`config.mk`:
```
export PLATFORM = sky130hd
export DESIGN_NAME = cartridge_bank_mapper_irq
export DESIGN_NICKNAME = d
export VERILOG_FILES = /design/src/design/cbm_pkg.sv /design/src/design/cartridge_bank_mapper_irq.sv
export SDC_FILE = /design/constraint.sdc
export NUM_CORES = 1
export LEC_CHECK = 0
export BUFFER_PORTS_ARGS = -buffer_cell sky130_fd_sc_hd__buf_2
export CORE_ASPECT_RATIO = 0.5
export CORE_MARGIN = 8
export CORE_UTILIZATION = 30
export CTS_CLUSTER_SIZE = 24
export DETAILED_ROUTE_END_ITERATION = 10
export SYNTH_ARGS = -nofsm -noshare
export SYNTH_HDL_FRONTEND = slang
export SYNTH_SLANG_ARGS = --single-unit
```
`constraint.sdc`:
```
create_clock -name clk -period 4.5 [get_ports clk]
set_input_delay 0.9 -clock clk [delete_from_list [all_inputs] [get_ports clk]]
set_output_delay 0.9 -clock clk [all_outputs]
set_load 0.01 [all_outputs]
```
`src/design/cbm_pkg.sv`:
```
package cbm_pkg;

	// Kinds of input word.
	typedef enum logic [1:0] {
		CMD_TICK    = 2'd0,
		CMD_WRITE   = 2'd1,
		CMD_CPU_MAP = 2'd2,
		CMD_PPU_MAP = 2'd3
	} cmd_t;

	// Memories that a mapped address can land in.
	typedef enum logic [1:0] {
		TGT_NONE      = 2'd0,
		TGT_PRG_ROM   = 2'd1,
		TGT_CHR_RAM   = 2'd2,
		TGT_NAMETABLE = 2'd3
	} target_t;

	// Nametable arrangements.
	typedef enum logic [1:0] {
		MIRROR_SINGLE0    = 2'd0,
		MIRROR_SINGLE1    = 2'd1,
		MIRROR_VERTICAL   = 2'd2,
		MIRROR_HORIZONTAL = 2'd3
	} mirror_t;

	// Widths of the word fields.
	localparam int unsigned ADDR_W = 16;
	localparam int unsigned DATA_W = 8;
	localparam int unsigned OFFSET_W = 18;
	localparam int unsigned PRG_BANK_W = 4;
	localparam int unsigned CHR_BANK_W = 2;

	// Register decode within the 0x4xxx page.
	localparam logic [3:0] REG_PAGE = 4'h4;
	localparam logic [11:0] REG_MIRROR_A = 12'h2FC;
	localparam logic [11:0] REG_MIRROR_B = 12'h2FD;
	localparam logic [11:0] REG_MIRROR_C = 12'h2FE;
	localparam logic [11:0] REG_MIRROR_D = 12'h3FE;
	localparam logic [11:0] REG_MIRROR_VH = 12'h2FF;
	localparam logic [11:0] REG_CNT_OFF = 12'h501;
	localparam logic [11:0] REG_CNT_LO = 12'h502;
	localparam logic [11:0] REG_CNT_HI = 12'h503;

	// Counter terminal value and the fixed upper PRG bank.
	localparam logic [15:0] CNT_MAX = 16'hFFFF;
	localparam logic [PRG_BANK_W-1:0] FIXED_PRG_BANK = 4'd7;

	// Palette page of the PPU space, which is not mapped.
	localparam logic [5:0] PALETTE_PAGE = 6'h3F;

endpackage

```
`src/design/cartridge_bank_mapper_irq.sv`:
```
// Cartridge bank mapper with a CPU-cycle interrupt counter.
// Input channel (item_valid / item_stall): one word per CPU bus event, carrying
// cmd, addr and data. A cycle tick advances the interrupt counter, a CPU write
// updates the mirroring, counter or bank registers, and the two map commands
// translate a CPU or PPU address into a PRG ROM, CHR RAM or nametable offset.
// Output channel (result_valid / result_stall): exactly one result word per
// input word, in order, giving the IRQ line level after that word, the target
// memory and the byte offset within it.
// A word accepted into the input register is processed by the decode and
// mapping logic and then loaded into the result register. Throughput is one
// word per cycle while the receiver does not stall, set by the single pass
// through the decode logic between the two registers.
// When the receiver stalls, the result register holds its word and the input
// register can still take one further word; after that item_stall rises.
// Reset clears both pipeline stages and all mapper state: banks zero,
// single-screen page 0, counter zero and disabled, IRQ not asserted.
module cartridge_bank_mapper_irq
	import cbm_pkg::*;
(
	input  logic                clk,
	input  logic                arst_n,
	input  logic                item_valid,
	output logic                item_stall,
	input  logic [1:0]          cmd,
	input  logic [ADDR_W-1:0]   addr,
	input  logic [DATA_W-1:0]   data,
	output logic                result_valid,
	input  logic                result_stall,
	output logic                irq_asserted,
	output logic [1:0]          target,
	output logic [OFFSET_W-1:0] mapped_offset
);

	// Pipeline registers.
	logic                valid_s1;
	cmd_t                cmd_s1;
	logic [ADDR_W-1:0]   addr_s1;
	logic [DATA_W-1:0]   data_s1;
	logic                valid_s2;
	logic                irq_s2;
	target_t             target_s2;
	logic [OFFSET_W-1:0] offset_s2;

	// Mapper state.
	logic [PRG_BANK_W-1:0] prg_bank_q;
	logic [CHR_BANK_W-1:0] chr_bank_q;
	mirror_t               mirror_q;
	logic                  count_en_q;
	logic [15:0]           counter_q;
	logic                  irq_q;

	// Next-state and result values.
	logic [PRG_BANK_W-1:0] prg_bank_d;
	logic [CHR_BANK_W-1:0] chr_bank_d;
	mirror_t               mirror_d;
	logic                  count_en_d;
	logic [15:0]           counter_d;
	logic                  irq_d;
	target_t               target_d;
	logic [OFFSET_W-1:0]   offset_d;
	logic                  page;
	logic                  adv_s2;
	logic                  adv_s1;

	// Flow control: the result register loads when empty or being taken.
	assign adv_s2 = !valid_s2 || !result_stall;
	assign adv_s1 = valid_s1 && adv_s2;
	assign item_stall = valid_s1 && !adv_s2;

	// Decode the word in the input register against the current state.
	always_comb begin
		prg_bank_d = prg_bank_q;
		chr_bank_d = chr_bank_q;
		mirror_d = mirror_q;
		count_en_d = count_en_q;
		counter_d = counter_q;
		irq_d = irq_q;
		target_d = TGT_NONE;
		offset_d = '0;
		page = 1'b0;
		case (cmd_s1)
			CMD_TICK: begin
				if (count_en_q && (counter_q != '0)) begin
					if (counter_q == CNT_MAX) begin
						irq_d = 1'b1;
					end
					counter_d = counter_q + 16'd1;
				end
			end
			CMD_WRITE: begin
				if (addr_s1[15]) begin
					prg_bank_d = data_s1[5:2];
					chr_bank_d = data_s1[1:0];
				end else if (addr_s1[15:12] == REG_PAGE) begin
					case (addr_s1[11:0])
						REG_MIRROR_A, REG_MIRROR_B, REG_MIRROR_C, REG_MIRROR_D: begin
							mirror_d = data_s1[4] ? MIRROR_SINGLE1 : MIRROR_SINGLE0;
						end
						REG_MIRROR_VH: begin
							mirror_d = data_s1[4] ? MIRROR_HORIZONTAL : MIRROR_VERTICAL;
						end
						REG_CNT_OFF: begin
							count_en_d = 1'b0;
						end
						REG_CNT_LO: begin
							counter_d = {counter_q[15:8], data_s1};
							irq_d = 1'b0;
						end
						REG_CNT_HI: begin
							counter_d = {data_s1, counter_q[7:0]};
							count_en_d = 1'b1;
							irq_d = 1'b0;
						end
						default: begin
						end
					endcase
				end
			end
			CMD_CPU_MAP: begin
				if (addr_s1[15:14] == 2'b11) begin
					target_d = TGT_PRG_ROM;
					offset_d = {FIXED_PRG_BANK, addr_s1[13:0]};
				end else if (addr_s1[15]) begin
					target_d = TGT_PRG_ROM;
					offset_d = {prg_bank_q, addr_s1[13:0]};
				end
			end
			CMD_PPU_MAP: begin
				if (!addr_s1[13]) begin
					target_d = TGT_CHR_RAM;
					offset_d = {3'd0, chr_bank_q, addr_s1[12:0]};
				end else if (addr_s1[13:8] != PALETTE_PAGE) begin
					case (mirror_q)
						MIRROR_SINGLE0:    page = 1'b0;
						MIRROR_SINGLE1:    page = 1'b1;
						MIRROR_VERTICAL:   page = addr_s1[10];
						MIRROR_HORIZONTAL: page = addr_s1[11];
						default:           page = 1'b0;
					endcase
					target_d = TGT_NAMETABLE;
					offset_d = {7'd0, page, addr_s1[9:0]};
				end
			end
			default: begin
			end
		endcase
	end

	// Valid bits of the two stages.
	always_ff @(posedge clk or negedge arst_n) begin
		if (!arst_n) begin
			valid_s1 <= 1'b0;
			valid_s2 <= 1'b0;
		end else begin
			if (!item_stall) begin
				valid_s1 <= item_valid;
			end
			if (adv_s2) begin
				valid_s2 <= valid_s1;
			end
		end
	end

	// Input register payload.
	always_ff @(posedge clk) begin
		if (!item_stall && item_valid) begin
			cmd_s1 <= cmd_t'(cmd);
			addr_s1 <= addr;
			data_s1 <= data;
		end
	end

	// Result register payload.
	always_ff @(posedge clk) begin
		if (adv_s1) begin
			irq_s2 <= irq_d;
			target_s2 <= target_d;
			offset_s2 <= offset_d;
		end
	end

	// Mapper state changes once per word as it leaves the input register.
	always_ff @(posedge clk or negedge arst_n) begin
		if (!arst_n) begin
			prg_bank_q <= '0;
			chr_bank_q <= '0;
			mirror_q <= MIRROR_SINGLE0;
			count_en_q <= 1'b0;
			counter_q <= '0;
			irq_q <= 1'b0;
		end else if (adv_s1) begin
			prg_bank_q <= prg_bank_d;
			chr_bank_q <= chr_bank_d;
			mirror_q <= mirror_d;
			count_en_q <= count_en_d;
			counter_q <= counter_d;
			irq_q <= irq_d;
		end
	end

	assign result_valid = valid_s2;
	assign irq_asserted = irq_s2;
	assign target = target_s2;
	assign mapped_offset = offset_s2;

endmodule

```
# Yosys cells after proc, flatten, opt, wreduce, memory -nomap -nowiden
# Index checks and enable logic that the tools add are counted.
word_totals:
  ff_bits: 75
op_classes:
  bitwise_logic: 1
  mux: 26
  addsub: 1
  reduce_logical: 22
  n_eq_ne: 25
op_table:
  columns: ["cell", "n"]
  rows:
  - ["16-bit one-hot mux with 2 select lines", 2]
  - ["12-bit by 10-bit == test with 1-bit output, second input constant", 5]
  - ["16-bit 2-to-1 mux", 3]
  - ["12-bit by 11-bit == test with 1-bit output, second input constant", 3]
  - ["18-bit 2-to-1 mux", 2]
  - ["18-bit one-hot mux with 2 select lines", 1]
  - ["16-bit by 1-bit adder with 16-bit output, second input constant", 1]
  - ["16-bit == test, second input constant", 1]
  - ["16-bit nonzero test", 1]
  - ["15-bit 2-to-1 mux", 1]
  - ["2-bit != test, second input constant", 7]
  - ["7-bit AND reduction", 2]
  - ["11-bit 2-to-1 mux", 1]
  - ["2-bit == test, second input constant", 5]
  - ["5-bit AND reduction", 2]
  - ["1-bit 2-to-1 mux", 9]
  - ["2-bit one-hot mux with 2 select lines", 2]
  - ["6-bit != test, second input constant", 1]
  - ["2-bit nonzero test", 3]
  - ["2-bit by 1-bit == test with 1-bit output, second input constant", 2]
  - ["4-bit by 3-bit == test with 1-bit output, second input constant", 1]
  - ["1-bit logical AND", 4]
  - ["1-bit zero test", 4]
  - ["2-bit zero test", 2]
  - ["8 further kinds", 10]

# Longest topological paths before layout
depth:
  depth_word: 6
  depth_mapped: 8
  depth_no_buf: 7

# Worst setup path before layout
# OpenSTA, ideal clock, no wires.
synth_path:
  kind: "input-to-reg"
  from: "in result_stall"
  to: "reg counter_q[7]"
  required_time_ps: 4379
  slack_ps: 1967
  t_arrival_ps: 2412
  setup_time_ps: 121
  stages: 6
  cell_sequence: "a21bo_2 inv_1 o2111a_1 o21ai_0 o21bai_1 o22a_1"
synth_via:
  elab_chain_cells: 4
synth_lines:
  columns: ["item", "line", "source"]
  rows:
  - ["from (decl)", "cartridge_bank_mapper_irq.sv:28", "input logic result_stall,"]
  - ["1-bit zero test", "cartridge_bank_mapper_irq.sv:66", "assign adv_s2 = !valid_s2 || !result_stall;"]
  - ["1-bit logical OR", "cartridge_bank_mapper_irq.sv:66", null]
  - ["1-bit logical AND", "cartridge_bank_mapper_irq.sv:67", "assign adv_s1 = valid_s1 && adv_s2;"]
  - ["via adv_s1", "cartridge_bank_mapper_irq.sv:63", "logic adv_s1;"]
  - ["7-bit AND reduction (no line)", null, null]
  - ["to (signal assigned)", "cartridge_bank_mapper_irq.sv:196", "counter_q <= counter_d;"]
  - ["to (decl)", "cartridge_bank_mapper_irq.sv:49", "logic [15:0] counter_q;"]
# The timed path passes the listed nets, and every way through them passes these cells.
# A chain may end at the register's enable or synchronous reset.

# Worst setup path after layout
layout_path:
  from: "reg addr_s1[9]"
  to: "reg counter_q[10]"
layout_via:
  elab_chain_cells: 3
  elab_cells_between_ends: 5
layout_lines:
  columns: ["item", "line", "source"]
  rows:
  - ["from (decl)", "cartridge_bank_mapper_irq.sv:37", "logic [ADDR_W-1:0] addr_s1;"]
  - ["from (signal assigned)", "cartridge_bank_mapper_irq.sv:168", "addr_s1 <= addr;"]
  - ["12-bit by 11-bit == test with 1-bit output", "cartridge_bank_mapper_irq.sv:95", "case (addr_s1[11:0])"]
  - ["2-bit != test (no line)", null, null]
  - ["7-bit AND reduction (no line) (*)", null, null]
# Every way passes the cells marked *; elsewhere a longest branch is shown, timed or not.

==> results.md <==
* Status: finished clean
* All-Layer GR Usage at 11.08%
* Die footprint at 15230 µm²
* Peak Freq at 389.3 MHz
* VDD IR-drop max at 0.1936 mV
* Post-synth cell types at 46
* Commonest non-fill, non-tap cells in the layout: buf_2, edfxtp_1, a21oi_1, dfrtp_1
* YS warnings at 0
* Synth area leader: edfxtp_1
* Critical Path Source: addr_s1[9]
* Drt pass-1 iters at 4
* Worst path bufs/invs at 0
* Busiest grt layer: met2
* Hold buffer count at cts at 0
* Worst-case reg-to-reg path depth at 5
* Post-synth EDFFs at 47
* Hold EP: result_valid
* Max cap viols at 0
* H-tree depth at 3
* Final Non-Filler Cells at 500
* Final WL at 8.181 mm
* Cells after Synth at 295
* Register area share after synthesis at 61.97%
* Mapped Area at 3408 µm²
* ANT nets after route at 0
* Rows at 27
* Dpl hpwl at 5.891 mm
* TritonCTS Sinks at 75
* CTS tree: built
* Reg-to-Reg Start: addr_s1[9]
* Final Max Tran Viols at 0
* First-pass GRT wire length at 13.30 mm
* Hold Path Class: reg2reg
* Max clock buf depth at 2
* Final hold violation count at 0
* Area Overhead vs Synth at 21.18%
* Worst Hold Path Cells at 1
* Placed instance count at 484
* Leakage at 1.650 nW
* Tcrit/Tclk final at 57.09%
* Largest net degree at the start of global routing at 29
* Worst slack at placement at 1.976 ns
* GR Util met2 at 17.76%
* DRT iter0 DRCs at 240
* Hold Startpoint: valid_s1
* Worst path max stage delay at 0.60 ns
* CTS Buf Count at 9
* Worst path cell trace: or4_4 > o41ai_2 > o211ai_1 > o21bai_1 > a21oi_1
* CP required at 4.76 ns
* Max Clock Skew at 0.006779 ns
* Pwr Density at 435.1 nW/µm²
* Fraction of registers with async set/reset at 37.33%
* Gr ovfl total at 0
* Setup TNS at 0 ns
* GRT met3 Usage at 4.016%
* DRC errors left at 0
* Top cell type's share of synthesized area at 41.41%
* Die width at 166.7 µm
* Slowest cell on the critical path: or4_4
* Crit path kind: reg2reg
* # diodes at 0
* Clock Latency Late Sink at 0.34 ns
* Cell family contributing the most delay on the critical path: compound AO/OA/AOI/OAI gates
* Nets at 382
* Synth Register Bits at 75
* Ys flop type: edfxtp_1
* Dpl cell area at 3829 µm²
* Most common cell after layout, fill and taps aside: buf_2
* Cells taking the most area after synthesis: edfxtp_1, dfrtp_1, a21oi_1
* R2r setup slk at 1.93 ns
* Worst Slack Setup Final at 1.931 ns
* Fin area at 4130 µm²
* Total number of vias at 2544
* I/O pin count at 53
* Root buffer selected by CTS: clkbuf_16
* Crit. End Element: flop
* Pin slew with the least headroom to its limit at 1.175 ns
* Relative slew slack at 21.52%
* Layout cells sized above 1 at 24.23%
* Min cycle time layout at 2.569 ns
* Die Y at 91.37 µm
* Routed len/inst at 16.36 µm
* CP arrival at 2.83 ns
* Antenna violations before repair at 0
* R2R Path End: counter_q[10]
* Post-Syn Nets at 327
* # port buffers at 52
* Initial Util at 30.85%
* Syn Area/Cell at 11.55 µm²
* Post-cts resize count at 0
* CP Launch Type: flop
* DR vias/cell at 5.088
* RSZ-0062 raised after global routing: false
* GRT met1 Usage at 13.55%
* Endpoints failing setup at 0
* Clk pin slew, worst setup/hold paths at 0.06 ns
* Max Fanout on Critical Path at 15
* # Post-CTS Setup Buffers at 0
* GP Congestion at 0.8502
* Core footprint at 11050 µm²
* Vias in the first global route at 2537
[layout make-up]
| type | instances | area (µm²) |
|---|---|---|
| fill | 1093 | 6917 |
| sequential | 75 | 2112 |
| multi-input combinational | 193 | 1192 |
| timing repair buffer | 55 | 282.8 |
| clock buffer | 9 | 225.2 |
| tap | 145 | 181.4 |
| clock inverter | 7 | 76.32 |
| inverter | 16 | 60.06 |
[worst reg2reg max path: stages (launching register included)]
cell and delay (ns):
edfxtp_1 0.43, or4_4 0.60, o41ai_2 0.43, o211ai_1 0.53
o21bai_1 0.33, a21oi_1 0.17
[worst max-delay path by stage]
stage | endpoint | slack, ns | cells past startpoint
finish | counter_q[10] | 1.93 | 5
global route | counter_q[10] | 1.79 | 5
CTS | counter_q[10] | 1.98 | 5
detailed placement | counter_q[10] | 1.98 | 7
global placement | counter_q[10] | 2.01 | 7
floorplan | counter_q[7] | 1.97 | 6
[synthesized netlist by cell type (5+ instances only)]
cell / number
nor4_1: 6
dfrtp_1: 28
a21oi_1: 28
o22ai_1: 5
nor2_1: 19
o21ai_1: 8
o21ai_0: 14
and3_1: 6
nand2_1: 19
mux2_2: 7
and2_1: 12
nand3_1: 7
edfxtp_1: 47
clkbuf_1: 9
nand4_1: 7
inv_1: 16
[per-stage QoR]
step / utilization [%] / hold WS, ns / total power, mW
finish: 37.39 / 0.4786 / 1.797
floorplan: - / 0.4407 / 1.007
detailed placement: 34.66 / 0.4728 / 1.092
CTS: 37.39 / 0.4865 / 1.822
global route: 37.39 / 0.5116 / 1.884
global placement: 34.66 / 0.4576 / 1.089
[registers in the layout, indices dropped and copies added (netlist names), 2 cells and up]
signal	cells
mapped_offset	18
counter_q	16
data_s1	8
addr_s1	16
target	2
mirror_q	2
chr_bank_q	2
prg_bank_q	4
cmd_s1	2
[cell families (layout without fill, tap and decap cells)]
logic type / count (synthesis) / in the layout / share of synthesized area, %
and+or+nand+nor: 104 / 104 / 17.44
AOI/OAI and AO/OA: 79 / 79 / 14.21
DFF: 75 / 75 / 61.97
buffers and inverters: 27 / 87 / 3.047
muxes: 8 / 8 / 2.607
adders and majority gates: 2 / 2 / 0.7341
[per-layer routing]
layer,up-vias,part of all wire (%)
met1,1241,47
met5,-,0
met2,75,46
li1,1220,-
met4,0,1.5
met3,8,5.3
[power breakdown]
part	internal, mW	switching, mW
logic	0.0864	0.113
clock network	0.432	0.288
registers	0.816	0.0625
No activity file was read; power rests on OpenSTA's default activity.
